File: config.mk
export PLATFORM = sky130hd
export DESIGN_NAME = smm_ctrl
export DESIGN_NICKNAME = d
export VERILOG_FILES = /design/src/design/smm_pkg.sv /design/src/design/smm_ctrl.sv
export SDC_FILE = /design/constraint.sdc
export NUM_CORES = 1
export LEC_CHECK = 0
export BUFFER_PORTS_ARGS = -buffer_cell sky130_fd_sc_hd__buf_2
export CAP_MARGIN = 20
export CORE_UTILIZATION = 30
export CTS_CLUSTER_SIZE = 28
export DETAILED_ROUTE_END_ITERATION = 16
export GPL_TIMING_DRIVEN = 0
export PLACE_DENSITY = 0.64
export SKIP_CTS_REPAIR_TIMING = 1
export SYNTH_ARGS = -nofsm -noshare
export SYNTH_HDL_FRONTEND = slang
export SYNTH_SLANG_ARGS = --single-unit
File: constraint.sdc
create_clock -name clk -period 3.15 [get_ports clk]
set_clock_uncertainty 0.15 [all_clocks]
set_input_delay 0.1575 -clock clk [delete_from_list [all_inputs] [get_ports clk]]
set_output_delay 0.1575 -clock clk [all_outputs]
set_load 0.1 [all_outputs]
File: src/design/smm_pkg.sv
package smm_pkg;

	localparam int DIM_W   = 4;
	localparam int ROW_W   = 3;
	localparam int COL_W   = 3;
	localparam int WORD_W  = 32;
	localparam int CODE_W  = 2;

	localparam logic [DIM_W-1:0] DIM_RESET = 4'd8;

	localparam logic [CODE_W-1:0] CMD_WRITE_A = 2'd0;
	localparam logic [CODE_W-1:0] CMD_WRITE_B = 2'd1;
	localparam logic [CODE_W-1:0] CMD_QUERY   = 2'd2;

	typedef enum logic [2:0] {
		ST_IDLE,
		ST_ISSUE,
		ST_DRAIN1,
		ST_DRAIN2,
		ST_FINISH
	} state_t;

	typedef struct packed {
		logic             write_a;
		logic             write_b;
		logic             capture;
		logic             issue;
		logic [DIM_W-1:0] step;
		logic             load_result;
		logic             load_bad;
	} ctrl_cmd_t;

	typedef struct packed {
		logic             index_ok;
		logic [DIM_W-1:0] dim_use;
	} dp_status_t;

endpackage

File: src/design/smm_ctrl.sv
module smm_ctrl (
	input  logic                          clk,
	input  logic                          arst_n,
	input  logic                          start,
	input  logic [smm_pkg::CODE_W-1:0]    command,
	input  smm_pkg::dp_status_t           status,
	output smm_pkg::ctrl_cmd_t            cmd,
	output logic                          busy,
	output logic                          done
);

	smm_pkg::state_t            state_q;
	smm_pkg::state_t            state_d;
	logic [smm_pkg::DIM_W-1:0]  step_q;
	logic [smm_pkg::DIM_W-1:0]  step_next;
	logic                       accept;
	logic                       last_step;
	logic                       done_q;

	assign busy      = (state_q != smm_pkg::ST_IDLE);
	assign accept    = start && !busy;
	assign step_next = step_q + smm_pkg::DIM_W'(1);
	assign last_step = (step_next == status.dim_use);

	always_comb begin
		state_d = state_q;
		case (state_q)
			smm_pkg::ST_IDLE: begin
				if (accept && command == smm_pkg::CMD_QUERY && status.index_ok) begin
					state_d = smm_pkg::ST_ISSUE;
				end
			end
			smm_pkg::ST_ISSUE: begin
				if (last_step) begin
					state_d = smm_pkg::ST_DRAIN1;
				end
			end
			smm_pkg::ST_DRAIN1: state_d = smm_pkg::ST_DRAIN2;
			smm_pkg::ST_DRAIN2: state_d = smm_pkg::ST_FINISH;
			smm_pkg::ST_FINISH: state_d = smm_pkg::ST_IDLE;
			default:            state_d = smm_pkg::ST_IDLE;
		endcase
	end

	always_comb begin
		cmd = '0;
		cmd.step = step_q;
		case (state_q)
			smm_pkg::ST_IDLE: begin
				if (accept) begin
					case (command)
						smm_pkg::CMD_WRITE_A: cmd.write_a = status.index_ok;
						smm_pkg::CMD_WRITE_B: cmd.write_b = status.index_ok;
						smm_pkg::CMD_QUERY: begin
							cmd.capture  = 1'b1;
							cmd.load_bad = !status.index_ok;
						end
						default: ;
					endcase
				end
			end
			smm_pkg::ST_ISSUE:  cmd.issue = 1'b1;
			smm_pkg::ST_FINISH: cmd.load_result = 1'b1;
			default: ;
		endcase
	end

	always_ff @(posedge clk or negedge arst_n) begin
		if (!arst_n) begin
			state_q <= smm_pkg::ST_IDLE;
			step_q  <= '0;
			done_q  <= 1'b0;
		end else begin
			state_q <= state_d;
			done_q  <= cmd.load_result || cmd.load_bad;
			// restart the step count on every transaction, advance while issuing
			if (state_q == smm_pkg::ST_ISSUE) begin
				step_q <= step_next;
			end else begin
				step_q <= '0;
			end
		end
	end

	assign done = done_q;

	a_issue_in_range: assert property (@(posedge clk) disable iff (!arst_n)
		cmd.issue |-> (step_q < status.dim_use))
		else $error("read step beyond dimension in use");

	a_bad_query_done: assert property (@(posedge clk) disable iff (!arst_n)
		(accept && command == smm_pkg::CMD_QUERY && !status.index_ok) |=> (done && !busy))
		else $error("bad query did not strobe a result");

	a_finish_done: assert property (@(posedge clk) disable iff (!arst_n)
		cmd.load_result |=> (done && !busy))
		else $error("finished query did not strobe a result");

	a_no_write_busy: assert property (@(posedge clk) disable iff (!arst_n)
		busy |-> !(cmd.write_a || cmd.write_b || cmd.capture))
		else $error("transaction taken while busy");

	a_drain_to_finish: assert property (@(posedge clk) disable iff (!arst_n)
		(state_q == smm_pkg::ST_DRAIN1) |=> ##1 cmd.load_result)
		else $error("drain did not end in a result load");

endmodule

==> results.txt <==
- Share of synthesized cell area in full adder, half adder and majority cells: approximately 2.9%
- Remaining routing DRC violations: 0
* Post-synthesis compound-gate area fraction: 4.29%
- The share of the Yosys chip area taken by registers is ~46%.
- Post-synth top area cell: dfrtp_1
* Global-route wire length before repair: 1.26 mm
- The critical path is of the flop to primary output type.
* Area growth from synthesis to layout: 35.7%
- Leading post-synthesis cells by cell area: dfrtp_1 (46%), xnor2_1 (8.0%), xor2_1 (6.0%)
- In this run the worst path has a maximum fanout of 6.
- Summed over all nets, the half-perimeter wirelength after detailed placement is between 600 and 700 um.
- Counting every net in the synthesized netlist gives 52.
- After Yosys synthesis, and, or, nand and nor cells account for 30.6% of the synthesized area.
- The final hold violation count is 0.
* Drt first-iter violations: 2
- Entering global routing, the biggest net connects 9 pins.
- The tool flagged a number of max-cap violations equal to 0.
- CTS Root Cell: clkbuf_4
- Worst-path clk slew: 0.05 ns
* Slew Limit Fails: 0
* Initial antenna violation count: 0
* Utilization of the core after routing: between 40% and 50%
* Detail Route Antenna Nets: 0
* Starting utilization of the core area: 32.8%
- Worst r2r dst: state_q[0]
- Post-route clock period utilization: 65.9%
* Deepest level of the CTS H-tree: 1
- The worst setup path is launched from a flop.
- Count of input and output buffers: 21
- The worst register-to-register path begins at step_q[0].
- After global routing the overflow that remains totals 0.
- Proportion of synthesized area in mux cells: 0%
- Die span in y: 40.2 um
- Across all layers, the routed design uses approximately 350 vias.
* Data arrival time of the critical path: 1.77 ns
* Post-detailed-routing wire length: 785 um
- Global-route usage over all layers: 12.9%
* Worst Setup Slack post-DPL: 1.34 ns
* Xor and xnor fraction of the mapped netlist area: 14.0%
* Unrepaired setup endpoints after global routing: no
- For this run, the detailed router's first-pass iteration total came to 4.
- Aggregate negative setup slack: 0 ns
* CTS tree: yes
- GPL Wtd Cong: 0.766
- In this run the tightest slew margin relative to its limit is 67.7%.
- CTS buffer count: 3
* Via count of the first global-routing pass: 306
- After the last flow step, the layout net total stands at between 70 and 80.
- Number of distinct library cells after synthesis: 23
* Shortest period the worst path allows: 2.07 ns
- Setup violations remaining at the end of the flow were counted as 0.
- Dominant combinational cell family by area after synthesis: simple AND/OR/NAND/NOR gates
* Clock net sink count: 8
- Num ports: 22
* Horiz. Die Dim: between 40 and 50 um
- After technology mapping, the gate count stands at 41.
* Slew at the pin closest to its max-slew limit: 0.488 ns
- Synthesis inferred 8 register bits.
- The number of cells on the worst reg-to-reg path is 5.
* Outcome: finished, final reports clean
- At the later pin of the worst-skew pair, clock insertion delay measures 0.25 ns.
- Row generation in the floorplan step produced 13 rows.
- Kind of end point of the critical path: primary output
* Reg-to-reg slack, setup: 1.51 ns
* Netlist area before placement: 438 sq um
- Dividing the detail-routed wire length by the instance count gives 9.69 um.
- In the post-route analysis, the smallest setup slack over all paths is between 1 and 1.5 ns.
* Ant. Diodes: 0
* Fraction of synthesized cell area taken by the top area cell type: 45.7%
- Fmax achieved: 482 MHz
- In this run the worst hold path is classified as input port to asynchronous set/reset pin.
* Detailed-route vias per instance: 4.36
- Floorplan Core Area: 0.00133 sq mm
- Area of the die: about 0.0016 sq mm
- Mean instance size in the synthesized netlist: 10.7 sq um
- Number of warnings printed during yosys synthesis: 0
- Ratio of cells with drive above 1 in the final layout: 40.9%
* Buffer levels on the longest clock path: 2
- At the worst endpoint, the required time is 2.84 ns.
worst max-delay path, cell delays in order, from the launching register on:
cell	delay, ns
dfrtp_1	0.42
or3_4	0.42
nor4_1	0.22
buf_2	0.46
placed cells by master, fill, tap and decap left out, types with 2 or more instances in the layout:
| master | netlist | final |
|---|---|---|
| buf_2 | 0 | 21 |
| dfrtp_1 | 8 | 8 |
| xnor2_1 | 4 | 4 |
| inv_1 | 3 | 3 |
| nor2_1 | 3 | 3 |
| xor2_1 | 3 | 3 |
| clkbuf_4 | 0 | 3 |
| nor4_1 | 2 | 2 |
| and3b_1 | 2 | 2 |
worst max path at each step:
stage / end / slack [ns] / startpoint
finish: cmd[9] / 1.08 / state_q[1]
global route: cmd[9] / 1.0 / state_q[1]
CTS: cmd[9] / 1.05 / state_q[1]
detailed placement: cmd[9] / 1.34 / state_q[1]
global placement: cmd[8] / 1.35 / state_q[1]
floorplan: cmd[8] / -1.03 / state_q[1]
cell type report:
| type | instances | area [sq um] |
|---|---|---|
| clock buffers | 3 | 22.5 |
| fillers | 136 | 739 |
| inverters | 3 | 11.3 |
| multi-input cells | 30 | 226 |
| flip-flops and latches | 8 | 200 |
| well taps | 15 | 18.8 |
| repair buffers | 22 | 115 |
metrics by stage:
step / hold slack, ns / instances / area [sq um]
6_report: 0.116 / 81 / 594
5_1_grt: 0.119 / 81 / 594
4_1_cts: -0.417 / 80 / 584
3_5_place_dp: -0.144 / 77 / 562
3_3_place_gp: -0.145 / 77 / 562
2_1_floorplan: -0.288 / 41 / 438
registers in the layout (all words and copies together), names as in the netlist:
signal / cells
state_q: 3
done: 1
step_q: 4
cells in the mapped netlist:
master    count
or3_4         1
or2b_1        1
nand3_1       1
and2_1        1
xnor2_1       4
o22ai_1       1
nand2_1       1
or3b_1        1
nor3_1        1
a21o_1        1
xor2_1        3
or2_1         1
dfrtp_1       8
inv_1         3
and3b_1       2
ha_1          1
nor4_1        2
nor2_1        3
nor2_4        1
a21oi_1       1
nand2b_4      1
nand4_1       1
nor3b_1       1
logic make-up after synthesis:
kind of cell,after synthesis
flops,8
xor+xnor,7
simple gates,19
compound gates,3
buf+inv,3
fa+ha+maj,1
per-layer routing:
| layer | up-vias | track usage [%] | wire length (um) |
|---|---|---|---|
| li1 | 192 | - | - |
| met1 | 153 | 15.6 | 377 |
| met3 | 0 | 8.33 | 47 |
| met5 | - | 0 | 0 |
| met2 | 8 | 16.9 | 361 |
| met4 | 0 | 7.50 | 0 |
Power is left out: the tool's default activity adds up to more than one toggle a clock period on the data nets, which glitch-free logic cannot reach.
