File: src/design/smm_pkg.sv
package smm_pkg;

	localparam int DIM_W   = 4;
	localparam int ROW_W   = 3;
	localparam int COL_W   = 3;
	localparam int WORD_W  = 32;
	localparam int CODE_W  = 2;

	localparam logic [DIM_W-1:0] DIM_RESET = 4'd8;

	localparam logic [CODE_W-1:0] CMD_WRITE_A = 2'd0;
	localparam logic [CODE_W-1:0] CMD_WRITE_B = 2'd1;
	localparam logic [CODE_W-1:0] CMD_QUERY   = 2'd2;

	typedef enum logic [2:0] {
		ST_IDLE,
		ST_ISSUE,
		ST_DRAIN1,
		ST_DRAIN2,
		ST_FINISH
	} state_t;

	typedef struct packed {
		logic             write_a;
		logic             write_b;
		logic             capture;
		logic             issue;
		logic [DIM_W-1:0] step;
		logic             load_result;
		logic             load_bad;
	} ctrl_cmd_t;

	typedef struct packed {
		logic             index_ok;
		logic [DIM_W-1:0] dim_use;
	} dp_status_t;

endpackage

File: src/design/smm_datapath.sv
module smm_datapath #(
	parameter int MAX_DIM = 8
) (
	input  logic                        clk,
	input  logic                        arst_n,
	input  logic                        dimension_we,
	input  logic [smm_pkg::DIM_W-1:0]   dimension,
	input  logic [smm_pkg::ROW_W-1:0]   row,
	input  logic [smm_pkg::COL_W-1:0]   col,
	input  logic signed [smm_pkg::WORD_W-1:0] value,
	input  smm_pkg::ctrl_cmd_t          cmd,
	output smm_pkg::dp_status_t         status,
	output logic signed [smm_pkg::WORD_W-1:0] product,
	output logic                        bad_index
);

	localparam int DEPTH  = MAX_DIM * MAX_DIM;
	localparam int ADDR_W = $clog2(DEPTH);
	localparam int DIM_CAP_INT = (MAX_DIM > (2 ** smm_pkg::DIM_W) - 1) ?
		(2 ** smm_pkg::DIM_W) - 1 : MAX_DIM;
	localparam logic [smm_pkg::DIM_W-1:0] DIM_CAP = smm_pkg::DIM_W'(DIM_CAP_INT);

	logic [smm_pkg::DIM_W-1:0]  dim_q;
	logic [smm_pkg::DIM_W-1:0]  dim_use;
	logic [smm_pkg::ROW_W-1:0]  row_q;
	logic [smm_pkg::COL_W-1:0]  col_q;
	logic [ADDR_W-1:0]          wr_addr;
	logic [ADDR_W-1:0]          rd_addr_a;
	logic [ADDR_W-1:0]          rd_addr_b;
	logic [smm_pkg::WORD_W-1:0] mem_a [DEPTH];
	logic [smm_pkg::WORD_W-1:0] mem_b [DEPTH];
	logic [smm_pkg::WORD_W-1:0] a_rd_s1;
	logic [smm_pkg::WORD_W-1:0] b_rd_s1;
	logic                       vld_s1;
	logic [2*smm_pkg::WORD_W-1:0] mul_full;
	logic [smm_pkg::WORD_W-1:0] mul_s2;
	logic                       vld_s2;
	logic [smm_pkg::WORD_W-1:0] acc_q;
	logic [smm_pkg::WORD_W-1:0] result_q;
	logic                       bad_q;

	always_ff @(posedge clk or negedge arst_n) begin
		if (!arst_n) begin
			dim_q <= smm_pkg::DIM_RESET;
		end else if (dimension_we) begin
			dim_q <= dimension;
		end
	end

	assign dim_use = (dim_q > DIM_CAP) ? DIM_CAP : dim_q;

	assign status.dim_use  = dim_use;
	assign status.index_ok = (smm_pkg::DIM_W'(row) < dim_use) &&
		(smm_pkg::DIM_W'(col) < dim_use);

	assign wr_addr   = ADDR_W'(ADDR_W'(row) * ADDR_W'(MAX_DIM) + ADDR_W'(col));
	assign rd_addr_a = ADDR_W'(ADDR_W'(row_q) * ADDR_W'(MAX_DIM) + ADDR_W'(cmd.step));
	assign rd_addr_b = ADDR_W'(ADDR_W'(cmd.step) * ADDR_W'(MAX_DIM) + ADDR_W'(col_q));

	always_ff @(posedge clk) begin
		if (cmd.capture) begin
			row_q <= row;
			col_q <= col;
		end
	end

	always_ff @(posedge clk) begin
		if (cmd.write_a) begin
			mem_a[wr_addr] <= value;
		end
		if (cmd.issue) begin
			a_rd_s1 <= mem_a[rd_addr_a];
		end
	end

	always_ff @(posedge clk) begin
		if (cmd.write_b) begin
			mem_b[wr_addr] <= value;
		end
		if (cmd.issue) begin
			b_rd_s1 <= mem_b[rd_addr_b];
		end
	end

	// low word of the product is the same for signed and unsigned operands
	assign mul_full = {{smm_pkg::WORD_W{1'b0}}, a_rd_s1} * {{smm_pkg::WORD_W{1'b0}}, b_rd_s1};

	always_ff @(posedge clk or negedge arst_n) begin
		if (!arst_n) begin
			vld_s1 <= 1'b0;
			vld_s2 <= 1'b0;
		end else begin
			vld_s1 <= cmd.issue;
			vld_s2 <= vld_s1;
		end
	end

	always_ff @(posedge clk) begin
		mul_s2 <= mul_full[smm_pkg::WORD_W-1:0];
	end

	always_ff @(posedge clk) begin
		if (cmd.capture) begin
			acc_q <= '0;
		end else if (vld_s2) begin
			acc_q <= acc_q + mul_s2;
		end
	end

	always_ff @(posedge clk) begin
		if (cmd.load_result) begin
			result_q <= acc_q;
			bad_q    <= 1'b0;
		end else if (cmd.load_bad) begin
			result_q <= '0;
			bad_q    <= 1'b1;
		end
	end

	assign product   = result_q;
	assign bad_index = bad_q;

endmodule

File: config.mk
export PLATFORM = sky130hd
export DESIGN_NAME = smm_datapath
export DESIGN_NICKNAME = d
export VERILOG_FILES = /design/src/design/smm_pkg.sv /design/src/design/smm_datapath.sv
export SDC_FILE = /design/constraint.sdc
export NUM_CORES = 2
export LEC_CHECK = 0
export BUFFER_PORTS_ARGS = -buffer_cell sky130_fd_sc_hd__buf_2
export CAP_MARGIN = 40
export CELL_PAD_IN_SITES_DETAIL_PLACEMENT = 0
export CELL_PAD_IN_SITES_GLOBAL_PLACEMENT = 1
export CORE_MARGIN = 4
export CORE_UTILIZATION = 41
export DETAILED_ROUTE_END_ITERATION = 7
export GPL_ROUTABILITY_DRIVEN = 0
export PLACE_DENSITY_LB_ADDON = 0.1
export SYNTH_ARGS = -nofsm -noshare
export SYNTH_HDL_FRONTEND = slang
export SYNTH_SLANG_ARGS = --single-unit
File: constraint.sdc
create_clock -name clk -period 8.1 [get_ports clk]
set_input_delay 0.81 -clock clk [delete_from_list [all_inputs] [get_ports clk]]
set_output_delay 0.81 -clock clk [all_outputs]
set_load 0.1 [all_outputs]
==> out/qor.csv <==
stage,metric,value,unit
run_status,status,completed,
hold_path,hold_class,in -> reg,
drt,wl_per_cell,34.2,um
synth,synth_flop_cell,edfxtp_1,
drt,wl_met3,30500,um
global_route,grt_max_degree,111,
critical_path,cp-end-kind,flop,
critical_path,worstSetupPathType,reg -> reg,
drt,vias,84925,
cts,htreeDepth,5,
critical_path,crit_buf_inv,5,
drt,m1WireLength,215000,um
drt,firstDrtPassIters,6,
final_layout,mostFrequentLayoutCell,edfxtp_1,
pwr,power.leakage,65.5,nW
pwr,p_switching,32.6,mW
synth,syn_nets,8853,
synth,async_reset_ff_share,0.141,%
synth,avgSynthCellArea,21.7,um^2
cts,root_buffer,clkbuf_16,
critical_path,critPathTopFamily,adder cells,
critical_path,ff2ff_setup_slack,770,ps
floorplanning,num_rows,241,
synth,synth_top_area_share,70.7,%
timing,hold_viol,0,
floorplanning,die-area,445000,um^2
floorplanning,die_h,667,um
synth,syn_area,178000,um^2
cts,cts_tree,yes,
timing,fin_skew,54.0,ps
critical_path,crit_top_cell,fa_1,
timing,rsz0062_at_grt,no,
timing,tns,0,ps
pwr,power.share.clock,22.5,%
timing,slew_viol_final,0,
synth,yosysTopAreaCell,edfxtp_1,
drt,drc,0,
cts,clock_sinks,4269,
synth,netlist_instances,8229,
floorplanning,die_w,667,um
cts,cts_buffers,445,
timing,period_needed,7330,ps
cts,postCtsResizedCells,0,
critical_path,start_kind,flop,
synth,synth_cell_types,68,
synth,synth_seq_area_share,71.5,%
timing,setup_viol,0,
global_route,antenna_found_initial,57,
cts,clk_latency,990,ps
critical_path,required,8960,ps
timing,slew_headroom,32.1,%
timing,worst-slew-pin-transition,1020,ps
pwr,sw_frac_of_total,37.3,%
floorplanning,initial_core_util,41.3,%
critical_path,critPathMaxFanout,20,
synth,yosys_warnings,0,
cts,clock_path_buffers,4,
synth,synth.area.top_cells,"edfxtp_1 (71%), mux4_2 (17%), fa_1 (4.6%), and2_1 (1.3%), ha_1 (1.1%)",
drt,first_iter_violations,9221,
final_layout,nFillCells,35707,
floorplanning,boundaryPins,93,
drt,vias_per_cell,5.75,
final_layout,area_growth,13.4,%
final_layout,layout_common_cells,"edfxtp_1 (4198), mux4_2 (1330), clkbuf_16 (452), fa_1 (409), inv_1 (408)",
pwr,seqPwrFrac,29.2,%
pwr,intPower,54.9,mW
cts,clk_pin_slew,60,ps
placement,hpwl,291000,um
global_route,grt_pass1_wl,709000,um
pwr,powerDensity,433,nW/um^2
critical_path,slowest_delay,670,ps
drt,ant_nets,0,
pwr,finalPower,87.5,mW
timing,max_freq,136,MHz
drt,highest_layer,met5,
pwr,combPwrFrac,48.3,%
timing,period_share,90.5,%
critical_path,crit_chain,and2_1 -> fa_1 -> inv_1 -> fa_1 -> fa_1 -> fa_1 -> inv_1 -> fa_1 -> inv_1 -> fa_1 -> inv_1 -> fa_1 -> fa_1 -> ha_1 -> nand4_1 -> nor2_1 -> nand2_1 -> nor4_1 -> buf_4 -> o211ai_1 -> a21o_1 -> and3_1 -> a311o_1,
placement,io_buffer_count,92,
global_route,grt_use_total,22.8,%
synth,ys_seq_elements,4269,
critical_path,arrival,8190,ps
drt,drt-total-wl,505000,um
synth,synth_edf_count,4198,
pwr,irDropWorstVdd,0.00167,V
global_route,overflow,0,
global_route,grt_pass1_vias,89735,
run,maxCapViolCount,0,
final_layout,nets,9283,
drt,dr_wl_met2,249000,um
critical_path,cp_slowest_cell,edfxtp_1,
final_layout,drive_above_1_share,27.7,%
floorplanning,core,432000,um^2
flip-flops by register name, summed over array words and instances, names as in the netlist:
signal,flops
col_q,3
mul_s2,32
vld_s2,1
bad_index,1
row_q,3
dim_q,4
acc_q,32
b_rd_s1,32
mem_a,2048
product,32
vld_s1,1
a_rd_s1,32
mem_b,2048
per-layer routing:
| layer | global-route usage [%] | vias up |
|---|---|---|
| met5 | 0 | - |
| met2 | 37.8 | 2799 |
| li1 | - | 34151 |
| met3 | 3.19 | 565 |
| met4 | 4.37 | 14 |
| met1 | 32.4 | 47396 |
timing repair:
| item | CTS | global route |
|---|---|---|
| hold buffers | 2 | 0 |
| buffers inserted | 0 | 0 |
| endpoints found under the hold margin | 6 | 0 |
| endpoints found under the setup margin | 0 | 0 |
through the flow:
step | setup WS, ps | area (um^2) | cells | hold WS (ps) | utilization [%]
finish | 766 | 202000 | 14757 | 93.0 | 46.8
global route | 307 | 202000 | 14738 | 39.8 | 46.8
CTS | 609 | 202000 | 14733 | 2.79 | 46.8
detailed placement | 633 | 188000 | 13918 | 352 | 43.6
global placement | 477 | 187000 | 13892 | 341 | 43.4
floorplan | 1450 | 178000 | 8229 | 331 | -
cell usage after synthesis (9+ instances only):
| cell type | count |
|---|---|
| nand2_1 | 244 |
| xor2_1 | 21 |
| mux4_2 | 1330 |
| nor3_1 | 11 |
| o21a_1 | 9 |
| xnor2_1 | 86 |
| o21ai_1 | 18 |
| mux2_2 | 18 |
| dfxtp_1 | 65 |
| edfxtp_1 | 4198 |
| nor2_1 | 180 |
| buf_2 | 109 |
| fa_1 | 409 |
| o21ai_0 | 26 |
| o21bai_1 | 10 |
| clkbuf_1 | 228 |
| nand2b_1 | 17 |
| inv_1 | 408 |
| buf_6 | 13 |
| and2_1 | 357 |
| a21oi_1 | 54 |
| a21o_1 | 24 |
| nand3_1 | 17 |
| mux2i_1 | 29 |
| buf_1 | 61 |
| ha_1 | 160 |
| a211oi_1 | 13 |
area by class of cell:
cell class                 count  area, um^2  area share [%]
antenna                       22        55.1          0.0272
clock buffer                 556       11700            5.79
clock inverter               257        2170            1.07
inverter                     408        1530           0.758
multi-input combinational   3136       48400            23.9
sequential                  4269      128000            63.1
tap                         5710        7140            3.53
timing repair buffer         399        3640            1.80
power by group through the flow:
stage                     clock [mW]  combinational, mW  sequential [mW]
after detailed placement           0               43.1             26.1
after floorplan                    0               32.9             26.1
after global placement             0               42.8             26.1
after CTS                       20.1               43.1             25.6
after global routing            21.1               46.4             25.6
final                           19.7               42.3             25.6
path summary, 6_finish.rpt:
path,from,to,depth (start not counted)
setup reg to reg,b_rd_s1[3],mul_s2[28],23
hold / removal,dimension[3],dim_q[3],2
setup / recovery,b_rd_s1[3],mul_s2[28],23
min in group asynchronous,arst_n,vld_s2,2
hold reg to reg,vld_s1,vld_s2,0
max in group asynchronous,arst_n,dim_q[3],2
worst register-to-register path, delay by kind of cell (launching register included):
kind | cells | cell delay, ps
buf+inv | 5 | 410
simple gates | 6 | 1180
compound gates | 3 | 640
flops | 1 | 670
fa+ha+maj | 9 | 4320
logic make-up after synthesis:
| family | count (synthesis) | synth area share (%) |
|---|---|---|
| adders and majority gates | 569 | 5.72 |
| muxes | 1379 | 17.1 |
| buffers and inverters | 824 | 1.88 |
| AOI/OAI and AO/OA | 196 | 0.714 |
| and+or+nand+nor | 885 | 2.52 |
| xor gates and xnor gates | 107 | 0.526 |
| DFF | 4269 | 71.5 |
Note: power is estimated with default switching activity, not from simulation.
